==> src/bbsf_pkg.sv <==
// Package with the types and constants of the bounded byte stream FIFO.
package bbsf_pkg;

  localparam int DEPTH  = 1024;
  localparam int ADDR_W = $clog2(DEPTH);
  localparam int CNT_W  = 11;
  localparam int TOT_W  = 64;

  localparam logic [CNT_W-1:0] CAP_RESET = CNT_W'(1024);

  typedef enum logic [1:0] {
    FN_PUSH  = 2'd0,
    FN_POP   = 2'd1,
    FN_CLOSE = 2'd2
  } func_t;

  typedef enum logic [1:0] {
    ST_IDLE,
    ST_EXEC,
    ST_FETCH,
    ST_RESP
  } state_t;

  typedef struct packed {
    logic latch;
    logic exec;
    logic fetch;
  } cmd_t;

endpackage

==> src/bbsf_ctrl.sv <==
// Controller state machine that sequences one request through the datapath.
module bbsf_ctrl (
  input  logic             clk,
  input  logic             rst_n,
  input  logic             start,
  output logic             busy,
  output logic             out_valid,
  output bbsf_pkg::cmd_t   cmd
);

  bbsf_pkg::state_t state_r;
  bbsf_pkg::state_t state_nxt;
  logic             take;

  assign take = start && !busy;

  always_ff @(posedge clk) begin
    if (!rst_n) begin
      state_r <= bbsf_pkg::ST_IDLE;
    end else begin
      state_r <= state_nxt;
    end
  end

  always_comb begin
    state_nxt = state_r;
    unique case (state_r)
      bbsf_pkg::ST_IDLE: begin
        if (take) state_nxt = bbsf_pkg::ST_EXEC;
      end
      bbsf_pkg::ST_EXEC:  state_nxt = bbsf_pkg::ST_FETCH;
      bbsf_pkg::ST_FETCH: state_nxt = bbsf_pkg::ST_RESP;
      bbsf_pkg::ST_RESP: begin
        state_nxt = take ? bbsf_pkg::ST_EXEC : bbsf_pkg::ST_IDLE;
      end
      default: state_nxt = bbsf_pkg::ST_IDLE;
    endcase
  end

  always_comb begin
    busy      = 1'b0;
    out_valid = 1'b0;
    unique case (state_r)
      bbsf_pkg::ST_IDLE:  busy = 1'b0;
      bbsf_pkg::ST_EXEC:  busy = 1'b1;
      bbsf_pkg::ST_FETCH: busy = 1'b1;
      bbsf_pkg::ST_RESP:  out_valid = 1'b1;
      default:            busy = 1'b0;
    endcase
    cmd.latch = take;
    cmd.exec  = (state_r == bbsf_pkg::ST_EXEC);
    cmd.fetch = (state_r == bbsf_pkg::ST_FETCH);
  end

endmodule

==> config.mk <==
export PLATFORM = sky130hd
export DESIGN_NAME = bbsf_ctrl
export DESIGN_NICKNAME = d
export VERILOG_FILES = /design/src/bbsf_pkg.sv /design/src/bbsf_ctrl.sv
export SDC_FILE = /design/constraint.sdc
export NUM_CORES = 1
export LEC_CHECK = 0
export CAP_MARGIN = 40
export CORE_AREA = 2 2 39 41
export CTS_BUF_LIST = sky130_fd_sc_hd__clkbuf_4 sky130_fd_sc_hd__clkbuf_8
export DETAILED_ROUTE_END_ITERATION = 6
export DIE_AREA = 0 0 41 43
export DONT_BUFFER_PORTS = 1
export HOLD_SLACK_MARGIN = 0.03
export SYNTH_ARGS = -nofsm -noshare
export SYNTH_HDL_FRONTEND = slang
export SYNTH_SLANG_ARGS = --single-unit
==> constraint.sdc <==
create_clock -name clk -period 3.4 [get_ports clk]
set_input_delay 0.17 -clock clk [delete_from_list [all_inputs] [get_ports clk]]
set_output_delay 0.17 -clock clk [all_outputs]
set_load 0.01 [all_outputs]
==> results of run 1 <==
[power breakdown]
| part | switching, uW | total (uW) | internal [uW] | leakage, uW |
|---|---|---|---|---|
| Sequential | 10.8 | 44.2 | 33.4 | 0.0000165 |
| Combinational | 67.1 | 110 | 42.7 | 0.0000774 |
| Clock | 13.4 | 52.4 | 38.9 | 0.0000138 |
[final timing paths]
path / from / end / slack (ps) / cells past startpoint
max: state_r[0] / state_r[0] / 1890 / 5
min: rst_n / state_r[1] / 100 / 2
max reg2reg: state_r[0] / state_r[0] / 1890 / 5
min reg2reg: state_r[0] / state_r[0] / 520 / 2
[layer usage]
layer	wire length, um	global-route usage, %
met1	137	3.859
met2	214	6.875
met3	26	3.141
met4	0	8.000
met5	0	0
[Yosys cell counts]
cell type                  instances  area (sq um)
sky130_fd_sc_hd__nor2b_1           1         6.260
sky130_fd_sc_hd__nand2_1           1         3.750
sky130_fd_sc_hd__ha_1              5         62.56
sky130_fd_sc_hd__nor2_1            1         3.750
sky130_fd_sc_hd__buf_4             1         7.510
sky130_fd_sc_hd__a21oi_1           1         5.000
sky130_fd_sc_hd__o21ai_1           1         5.000
sky130_fd_sc_hd__nor2b_4           1         13.76
sky130_fd_sc_hd__o221ai_1          1         8.760
sky130_fd_sc_hd__mux2i_1           1         10.01
sky130_fd_sc_hd__dfxtp_1           2         40.04
sky130_fd_sc_hd__o21ai_0           1         5.000
sky130_fd_sc_hd__inv_1             4         15.01
[placed cells by master, fill, tap and decap left out]
master	count
sky130_fd_sc_hd__inv_1	4
sky130_fd_sc_hd__nor2b_1	1
sky130_fd_sc_hd__dfxtp_1	2
sky130_fd_sc_hd__nand2_1	1
sky130_fd_sc_hd__o221ai_1	1
sky130_fd_sc_hd__nor2_1	1
sky130_fd_sc_hd__mux2i_1	1
sky130_fd_sc_hd__a21oi_1	1
sky130_fd_sc_hd__ha_1	5
sky130_fd_sc_hd__o21ai_0	1
sky130_fd_sc_hd__nor2b_4	1
sky130_fd_sc_hd__clkbuf_4	3
sky130_fd_sc_hd__o21ai_1	1
[metrics by stage]
stage	total power [uW]	setup WS (ps)
global placement	154.6	1904
detailed placement	155.6	1889
global route	221.3	1816
finish	206.4	1890
floorplan	141.6	2053
CTS	212.7	1885
[worst register-to-register path: cells and delay by family (launching register included)]
kind | cells | cell delay (ps)
AO/OA/AOI/OAI | 1 | 90
adder cells (fa/ha/maj) | 1 | 410
buffers and inverters | 1 | 100
flip-flops | 1 | 380
multiplexers | 1 | 200
AND/OR/NAND/NOR | 1 | 200
[logic make-up after synthesis]
family                     count (synthesis)  share of synthesized area (%)
adders and majority gates                  5                          33.56
and+or+nand+nor                            4                          14.76
DFF                                        2                          21.48
buffers and inverters                      5                          12.08
muxes                                      1                          5.369
AOI/OAI and AO/OA                          4                          12.74
[area by class of cell]
cell class	instances	area (sq um)	area share, %
multi-input cells	14	123.9	55.93
clock buffers	3	22.52	10.17
flip-flops and latches	2	40.04	18.08
inverters	4	15.01	6.780
well taps	16	20.02	9.040
==> metrics.txt, run 1 <==
Worst Hold Slack=101.2 ps; Ys Warns=0; slowest stage cell, crit path=sky130_fd_sc_hd__ha_1; area growth from synthesis to layout=18.79%; required time worst endpoint=~3500 ps; global placement routability congestion=about 0.56; post-synthesis net count=29; worst rel slew slack=between 80% and 90%; insertion delay to the later sink of the worst-skew pair=between 200 and 250 ps; sort of element at the end of the critical path=register; count of buffering cells on the critical path with inverters included=1; status=complete, no violations; Syn Inst Count=21; overflow left after global routing=0; type of the tightest min-delay check=primary input to register; post-placement cell count=36; final design area excluding fillers=~220 sq um; Achievable Freq=between 600 and 700 MHz; final antenna-violating net count=0; wire length of the first global-routing pass=~500 um; # IOs=8; share of cells above drive strength 1=17.39%; post-cts hold buffer count=0; crit path DAT=between 1500 and 2000 ps; crit path max fanout=5; Critical Path Source Type=register; Largest Register=state_r; Worst-Margin Slew=between 200 and 250 ps; setup fix buffers added after clock tree synthesis=0; number of CTS-inserted buffers=3; Detailed Route Iter0 Violations=0; share of the clock period used by the worst path=44.41%; max cap viols=0; total standard cell area after synthesis=roughly 190 sq um; antenna diode instance count=0; largest vdd supply drop=between 150 and 200 uV; largest net degree at the start of global routing=6; sequence of cells on the critical path=inv_1 -> ha_1 -> nor2b_4 -> mux2i_1 -> o21ai_1; instance area at placement=198.9 sq um; Finish-stage setup viols=0; Max H-tree Level=1; Total Die Area=about 0.0018 sq mm; overall die height=43 um; filler cell count=between 150 and 200; worst-case clock buffer depth=2; effective utilization at floorplan=approximately 13%; Max Slew Vio Count=0; Final Skew=around 1.2 ps; maximum single-stage delay on the critical path=between 400 and 500 ps; clock sinks=2; post-layout min period=~1500 ps; DRC errors left=0; number of placement rows=14; post-cts sizing count=0; fraction of the yosys area taken by sequential cells=a little over a fifth; power density over the cells=around 930 mW/mm^2; leakage dissipation=0.0001078 uW; total detailed-routing wirelength=~380 um; initial antenna violation count=0; number of port buffers=0; worst setup path category=register to register; unrepaired setup endpoints after global routing=no; nets=33; CTS tree=built; width of the die=just over 40 um; Setup Total Neg Slack=0 ps; flip-flop and latch count after synthesis=2; max FFs per register=2; number of unique standard cell types used by synthesis=13; DR WL/cell=between 9 and 10 um; largest registers=state_r x2; clock-pin slew on the worst setup and hold paths=~30 ps; final core occ=around 16%; crit-path leading delay family=adder cells; number of failing hold endpoints at the final stage=0; DRT Pass-1 Iters=1; Post-Synthesis Mean Instance Area=just under 9 sq um; library cell used as clock root buffer=sky130_fd_sc_hd__clkbuf_4; number of global-route vias before repair=about 140; total number of vias=130; post-route insts no fill=39; standard cell core area=0.001384 sq mm; all-layer global routing usage=between 5 and 6%; vias per cell=between 3 and 4
(Power assumes the default switching activity.)
==> run 2, diff against run 1 <==
ABC_AREA = 1   (was unset)
clock period = 1.3 ns   (was 3.4 ns; I/O delays follow)
==> run 2 against run 1 <==
Against the previous run:
- area after synthesis shrank 2.7%
- critical path depth is the same
- worst hold slack lost 29 ps
- critical endpoint is now cmd[2]
- synthesized cell count grew 14%
- sequential share of layout area shrank 2.8 points
- sequential power grew 120%
- flip-flop and latch count is the same
- final area grew 18%
==> metrics.txt, run 2 <==
sort of element at the end of the critical path=output pin; Ys Warns=0 (unchanged); Setup Total Neg Slack=0 ps (unchanged); Syn Inst Count=24 (+14%); instance area at placement=216.5 sq um (+8.8%); CTS tree=built; internal power=379.9 uW (+230%); switching share of power=42.89% (-1.4 points); Finish-stage setup viols=0 (unchanged); leakage dissipation=0.0001294 uW (+20%); switching component of the power=285.4 uW (+210%); flip-flop and latch count after synthesis=2 (unchanged); top flip-flop cell by instance count after synthesis=sky130_fd_sc_hd__dfxtp_1; area growth from synthesis to layout=44.14%; dpl ws=80.23 ps (-1808 ps); number of placement rows=14 (unchanged); fraction of the yosys area taken by sequential cells=22.07% (+0.59 points); slowest stage cell, crit path=sky130_fd_sc_hd__dfxtp_1; unrepaired setup endpoints after global routing=no; DRT Pass-1 Iters=2 (+1); initial antenna violation count=0 (unchanged); DR WL/cell=7.935 um (-18%); clock-pin slew on the worst setup and hold paths=30 ps (about the same); nets=40 (+21%); sequence of cells on the critical path=inv_1 -> ha_4 -> inv_2 -> nand2_2 -> inv_1; Worst-Margin Slew=179.7 ps (-62.95 ps); total number of vias=158 (+22%); insertion delay to the later sink of the worst-skew pair=220 ps (about the same); clock share of power=20.5% (-4.9 points); final antenna-violating net count=0 (unchanged); most numerous cell in the Yosys netlist=sky130_fd_sc_hd__ha_1; standard cell core area=0.001384 sq mm (unchanged); least setup slack across all paths after layout=127.7 ps (-1762 ps); DPL Wire Length=roughly 290 um; Achievable Freq=around 850 MHz; count of buffering cells on the critical path with inverters included=3 (+2); number of global-route vias before repair=155 (+14%); highest-count cells in the layout ignoring fill and taps=sky130_fd_sc_hd__inv_1 (4), sky130_fd_sc_hd__ha_1 (4), sky130_fd_sc_hd__nand2_1 (3), sky130_fd_sc_hd__clkbuf_4 (3), sky130_fd_sc_hd__buf_4 (3); effective utilization at floorplan=13.11% (-0.36 points); share of the clock period used by the worst path=90.18%; Max Slew Vio Count=0 (unchanged); Critical Path Source Type=register; worst rel slew slack=88.01% (+4.2 points); overall die height=43 um (unchanged); share of cells above drive strength 1=33.33% (+16 points); synth top area cells=sky130_fd_sc_hd__ha_1 (34%), sky130_fd_sc_hd__dfxtp_1 (22%), sky130_fd_sc_hd__inv_1 (8.3%); library cell used as clock root buffer=sky130_fd_sc_hd__clkbuf_4; crit-path leading delay family=buffers and inverters; DRC errors left=0 (unchanged); type of the tightest min-delay check=primary input to register; Max H-tree Level=1 (unchanged); most used cell, CP=sky130_fd_sc_hd__inv_1; overflow left after global routing=0 (unchanged); fraction of synthesized cell area taken by the top area cell type=34.48% (+0.93 points); post-synthesis net count=32 (+10%); vias per cell=3.435 (+3.0%); async set-or-reset flop fraction in the synthesized netlist=0% (unchanged); largest registers=state_r x2; worst setup path category=register to output pin; max FFs per register=2 (unchanged); Final Skew=2.233 ps (+1.070 ps); max cap viols=0 (unchanged); final core occ=18.90% (+2.9 points); width of the die=41 um (unchanged); Largest Register=state_r; # IOs=8 (unchanged); total standard cell area after synthesis=181.4 sq um (-2.7%); number of unique standard cell types used by synthesis=11 (-2); most frequent cells after synthesis=sky130_fd_sc_hd__ha_1 (5), sky130_fd_sc_hd__inv_1 (4), sky130_fd_sc_hd__nand2_1 (3); post-layout min period=roughly 1200 ps; clock sinks=2 (unchanged); number of synthesized flops with an enable pin=0 (unchanged); crit path DAT=1110 ps (-500 ps); antenna diode instance count=0 (unchanged); filler cell count=156 (-1.9%); final design area excluding fillers=261.5 sq um (+18%); largest vdd supply drop=476.5 uV (+160%); crit path max fanout=4 (-1); total detailed-routing wirelength=365 um (-3.4%); cell type with the largest total area after synthesis=sky130_fd_sc_hd__ha_1; post-placement cell count=42 (+17%); required time worst endpoint=1240 ps (-2260 ps); all-layer global routing usage=4.609% (-0.61 points); Detailed Route Iter0 Violations=2 (+2); Sequential Power Share=14.8% (-6.6 points); number of failing hold endpoints at the final stage=0 (unchanged); worst-case clock buffer depth=2 (unchanged); largest net degree at the start of global routing=5 (-1); Total Die Area=0.001763 sq mm (unchanged); portion of total power attributed to combinational logic=64.7% (+12 points); status=complete, no violations; wire length of the first global-routing pass=489 um (-1.4%); maximum single-stage delay on the critical path=290 ps (-120 ps); number of port buffers=0 (unchanged); power density over the cells=2544 mW/mm^2 (+170%); post-route insts no fill=46 (+18%); Post-Synthesis Mean Instance Area=7.559 sq um (-15%); number of CTS-inserted buffers=3 (unchanged); global placement routability congestion=0.5453 (-2.4%)
run 2: cell types whose count changed after synthesis:
cell / delta
sky130_fd_sc_hd__a21oi_1: +1
sky130_fd_sc_hd__inv_2: +1
sky130_fd_sc_hd__mux2i_1: -1
sky130_fd_sc_hd__nand2_1: +2
sky130_fd_sc_hd__nand2_2: +2
sky130_fd_sc_hd__nand3_1: +2
sky130_fd_sc_hd__nor2b_1: -1
sky130_fd_sc_hd__nor2b_4: -1
sky130_fd_sc_hd__o21ai_1: -1
sky130_fd_sc_hd__o221ai_1: -1
run 2: what timing repair did:
action                                 in CTS  in global routing
endpoints found under the hold margin       2                  0
hold buffers                                1                  0
setup endpoints to repair                   0                  2
buffers inserted                            0                  0
gates resized for setup                     0                  1
run 2: final timing paths:
check,start,endpoint,slack (ps),cells after the start
worst max register to register,state_r[1],state_r[0],140,7
worst min register to register,state_r[0],state_r[0],590,3
worst max-delay path,state_r[1],cmd[2],130,5
worst min-delay path,start,state_r[1],70,3
run 2: worst register-to-register path: stages (launching register included):
cell and delay (ps):
sky130_fd_sc_hd__dfxtp_1 290, sky130_fd_sc_hd__inv_1 150, sky130_fd_sc_hd__ha_4 230, sky130_fd_sc_hd__inv_2 60
sky130_fd_sc_hd__nand2_2 60, sky130_fd_sc_hd__nand2_2 70, sky130_fd_sc_hd__o21ai_0 80, sky130_fd_sc_hd__a21oi_1 140
run 2: cell type report:
class	count	area [sq um]	area share, %
Timing Repair Buffer	4	32.53	12.44
Clock buffer	3	22.52	8.612
Multi-Input combinational cell	16	127.6	48.80
Sequential cell	2	40.04	15.31
Tap cell	16	20.02	7.655
Inverter	5	18.77	7.177
run 2: power groups by stage:
stage / Sequential [uW] / Combinational (uW) / Clock (uW)
2_1_floorplan: 112 / 277 / 0
3_3_place_gp: 99.5 / 383 / 0
3_5_place_dp: 99.5 / 388 / 0
4_1_cts: 98.7 / 391 / 148
5_1_grt: 102 / 476 / 151
6_report: 98.7 / 430 / 136
run 2: logic make-up (layout without fill, tap and decap cells):
group | Yosys count | after routing | synth area share, %
AO/OA/AOI/OAI | 3 | 3 | 8.273
flip-flops | 2 | 2 | 22.07
adder cells (fa/ha/maj) | 5 | 5 | 34.48
AND/OR/NAND/NOR | 8 | 8 | 20.69
buffers and inverters | 6 | 12 | 14.48
run 2: per-stage QoR:
| stage | hold WS (ps) | total power (uW) |
|---|---|---|
| 5_1_grt | 72.11 | 729.6 |
| 2_1_floorplan | 196.6 | 389.4 |
| 6_report | 72.07 | 665.3 |
| 4_1_cts | 61.75 | 637.8 |
| 3_5_place_dp | 221.5 | 487.3 |
| 3_3_place_gp | 214.8 | 482.2 |
run 2: metal layers:
metal | track usage [%] | share of wire [%] | vias to the layer above | wire length, um
li1 | - | - | 86 | -
met1 | 4.792 | 45 | 64 | 166
met2 | 5.000 | 47 | 8 | 171
met3 | 1.571 | 7.4 | 0 | 27
met4 | 8.000 | 0 | 0 | 0
met5 | 0 | 0 | - | 0
==> run 3, diff against run 2 <==
ABC_AREA = unset   (was 1)
==> run 3 against run 2 <==
Against the previous run:
- final area rose by 1.9%
- setup slack got worse by 48 ps
- routed wire length rose by 7.1%
- maximum frequency shrank 3.9%
- final cell count is 6.5% lower
- clock power about the same
- critical path type unchanged
- combinational power down 5.6%
==> metrics.txt, run 3 (synthesis results as in run 1) <==
insertion delay to the later sink of the worst-skew pair=220 ps (about the same); CTS tree=built; nets=37 (-7.5%); least setup slack across all paths after layout=79.82 ps (-47.89 ps); total detailed-routing wirelength=391 um (+7.1%); overflow left after global routing=0 (unchanged); most common library cell in the layout ignoring fill and taps=sky130_fd_sc_hd__ha_1; number of cells traversed by the worst hold path=3 (unchanged); clock-pin slew on the worst setup and hold paths=30 ps (about the same); all-layer global routing usage=6.112% (+1.5 points); instance area at placement=234.0 sq um (+8.1%); number of CTS-inserted buffers=3 (unchanged); DR WL/cell=9.093 um (+15%); Max H-tree Level=1 (unchanged); post-placement cell count=39 (-7.1%); setup fix buffers added after clock tree synthesis=0 (unchanged); worst rel slew slack=91.72% (+3.7 points); count of cells along the worst register-to-register path=5 (-2); Largest Register=state_r; Worst-Margin Slew=120.8 ps (-58.86 ps); worst r2r dst=state_r[0]; share of the clock period used by the worst path=93.86% (+3.7 points); Detailed Route Iter0 Violations=0 (-2); area growth from synthesis to layout=42.95%; R2R Path Start=state_r[0]; standard cell core area=0.001384 sq mm (unchanged); dpl ws=66.33 ps (-13.91 ps); Finish-stage setup viols=0 (unchanged); Final Skew=1.044 ps (-1.190 ps); Achievable Freq=819.6 MHz (-3.9%); width of the die=41 um (unchanged); unrepaired setup endpoints after global routing=no; largest vdd supply drop=649.4 uV (+36%); largest net degree at the start of global routing=5 (unchanged); Total Die Area=0.001763 sq mm (unchanged); sort of element at the end of the critical path=output pin; flop-to-flop setup slack=90 ps (-50 ps); initial antenna violation count=0 (unchanged); type of the tightest min-delay check=primary input to register; clock sinks=2 (unchanged); vias per cell=3.372 (-1.8%); share of cells above drive strength 1=33.33% (unchanged); Critical Path Source Type=register; leakage dissipation=0.0001282 uW (-0.93%); max cap viols=0 (unchanged); number of placement rows=14 (unchanged); total number of vias=145 (-8.2%); post-layout min period=1220 ps (+47.89 ps); DRT Pass-1 Iters=1 (-1); max FFs per register=2 (unchanged); overall die height=43 um (unchanged); number of failing hold endpoints at the final stage=0 (unchanged); # IOs=8 (unchanged); global placement routability congestion=0.6175 (+13%); final design area excluding fillers=266.5 sq um (+1.9%); Max Slew Vio Count=0 (unchanged); largest registers=state_r x2; crit path DAT=1160 ps (+50 ps); library cell used as clock root buffer=sky130_fd_sc_hd__clkbuf_4; highest-count cells in the layout ignoring fill and taps=sky130_fd_sc_hd__ha_1 (4), sky130_fd_sc_hd__inv_1 (3), sky130_fd_sc_hd__clkbuf_4 (3), sky130_fd_sc_hd__buf_4 (3), sky130_fd_sc_hd__dfxtp_1 (2); worst-case clock buffer depth=2 (unchanged); status=complete, no violations; Setup Total Neg Slack=0 ps (unchanged); filler cell count=155 (-0.64%); worst setup path category=register to output pin; power density over the cells=2415 mW/mm^2 (-5.1%); crit path max fanout=3 (-1); antenna diode instance count=0 (unchanged); Worst Hold Endpoint=state_r[1]; effective utilization at floorplan=13.47% (+0.36 points); DRC errors left=0 (unchanged); final antenna-violating net count=0 (unchanged); number of global-route vias before repair=179 (+15%); worst hold path startpoint=start; number of port buffers=0 (unchanged); post-route insts no fill=43 (-6.5%); wire length of the first global-routing pass=634 um (+30%); required time worst endpoint=1240 ps (about the same)
[run 3: cell count changes in the layout (fill, tap and decap cells not counted), sizes merged]
cell    previous run  this run
nand2              5         1
nand3              2         0
nor2b              0         2
a21oi              2         1
inv                5         4
mux2i              0         1
o21ai              1         2
o221ai             0         1
[run 3: worst max-delay path, cell delays in order (launching register included)]
cell and delay, ps:
sky130_fd_sc_hd__dfxtp_1 330, sky130_fd_sc_hd__inv_2 70, sky130_fd_sc_hd__ha_4 270, sky130_fd_sc_hd__nor2b_4 130, sky130_fd_sc_hd__buf_4 130
[run 3: repair_timing]
item                                    in CTS  in global routing
endpoints found under the hold margin        2                  0
endpoints found under the setup margin       0                  1
hold buffers                                 1                  0
gates resized for setup                      0                  1
[run 3: layer usage]
layer | up-vias | track usage [%] | part of all wire, % | routed length (um)
li1 | 78 | - | - | -
met1 | 64 | 4.792 | 36 | 139
met2 | 3 | 9.688 | 60 | 233
met3 | 0 | 1.571 | 4.9 | 19
met4 | 0 | 8.000 | 0 | 0
met5 | - | 0 | 0 | 0
[run 3: layout make-up]
| cell class | count | area (sq um) | area share, % |
|---|---|---|---|
| clock buffer | 3 | 22.52 | 8.451 |
| inverter | 4 | 15.01 | 5.634 |
| multi-input combinational | 14 | 136.4 | 51.17 |
| sequential | 2 | 40.04 | 15.02 |
| timing repair buffer | 4 | 32.53 | 12.21 |
| tap | 16 | 20.02 | 7.512 |
[run 3: per-stage QoR]
stage / total power, uW / hold WS (ps) / utilization (%)
after CTS: 663.3 / 49.15 / 19.26
after global placement: 502.8 / 223.0 / 16.91
after detailed placement: 513.8 / 228.4 / 16.91
final: 643.5 / 66.71 / 19.26
after global routing: 709.7 / 102.6 / 19.26
after floorplan: 417.0 / 205.4 / -
[run 3: power by group]
part           leakage [uW]  total (uW)  switching (uW)  internal [uW]
sequential        0.0000165         101            13.6           87.3
combinational     0.0000978         406             211            196
clock             0.0000138         137            34.8            102
total              0.000128         643             259            385
[run 3: worst max path at each step]
| stage | startpoint | end | slack, ps | cells past startpoint |
|---|---|---|---|---|
| after floorplan | state_r[0] | state_r[0] | 60 | 5 |
| after global placement | state_r[0] | state_r[0] | 80 | 5 |
| after detailed placement | state_r[0] | state_r[0] | 70 | 5 |
| after CTS | state_r[0] | cmd[2] | 30 | 4 |
| after global routing | state_r[1] | cmd[2] | 20 | 4 |
| final | state_r[0] | cmd[2] | 80 | 4 |
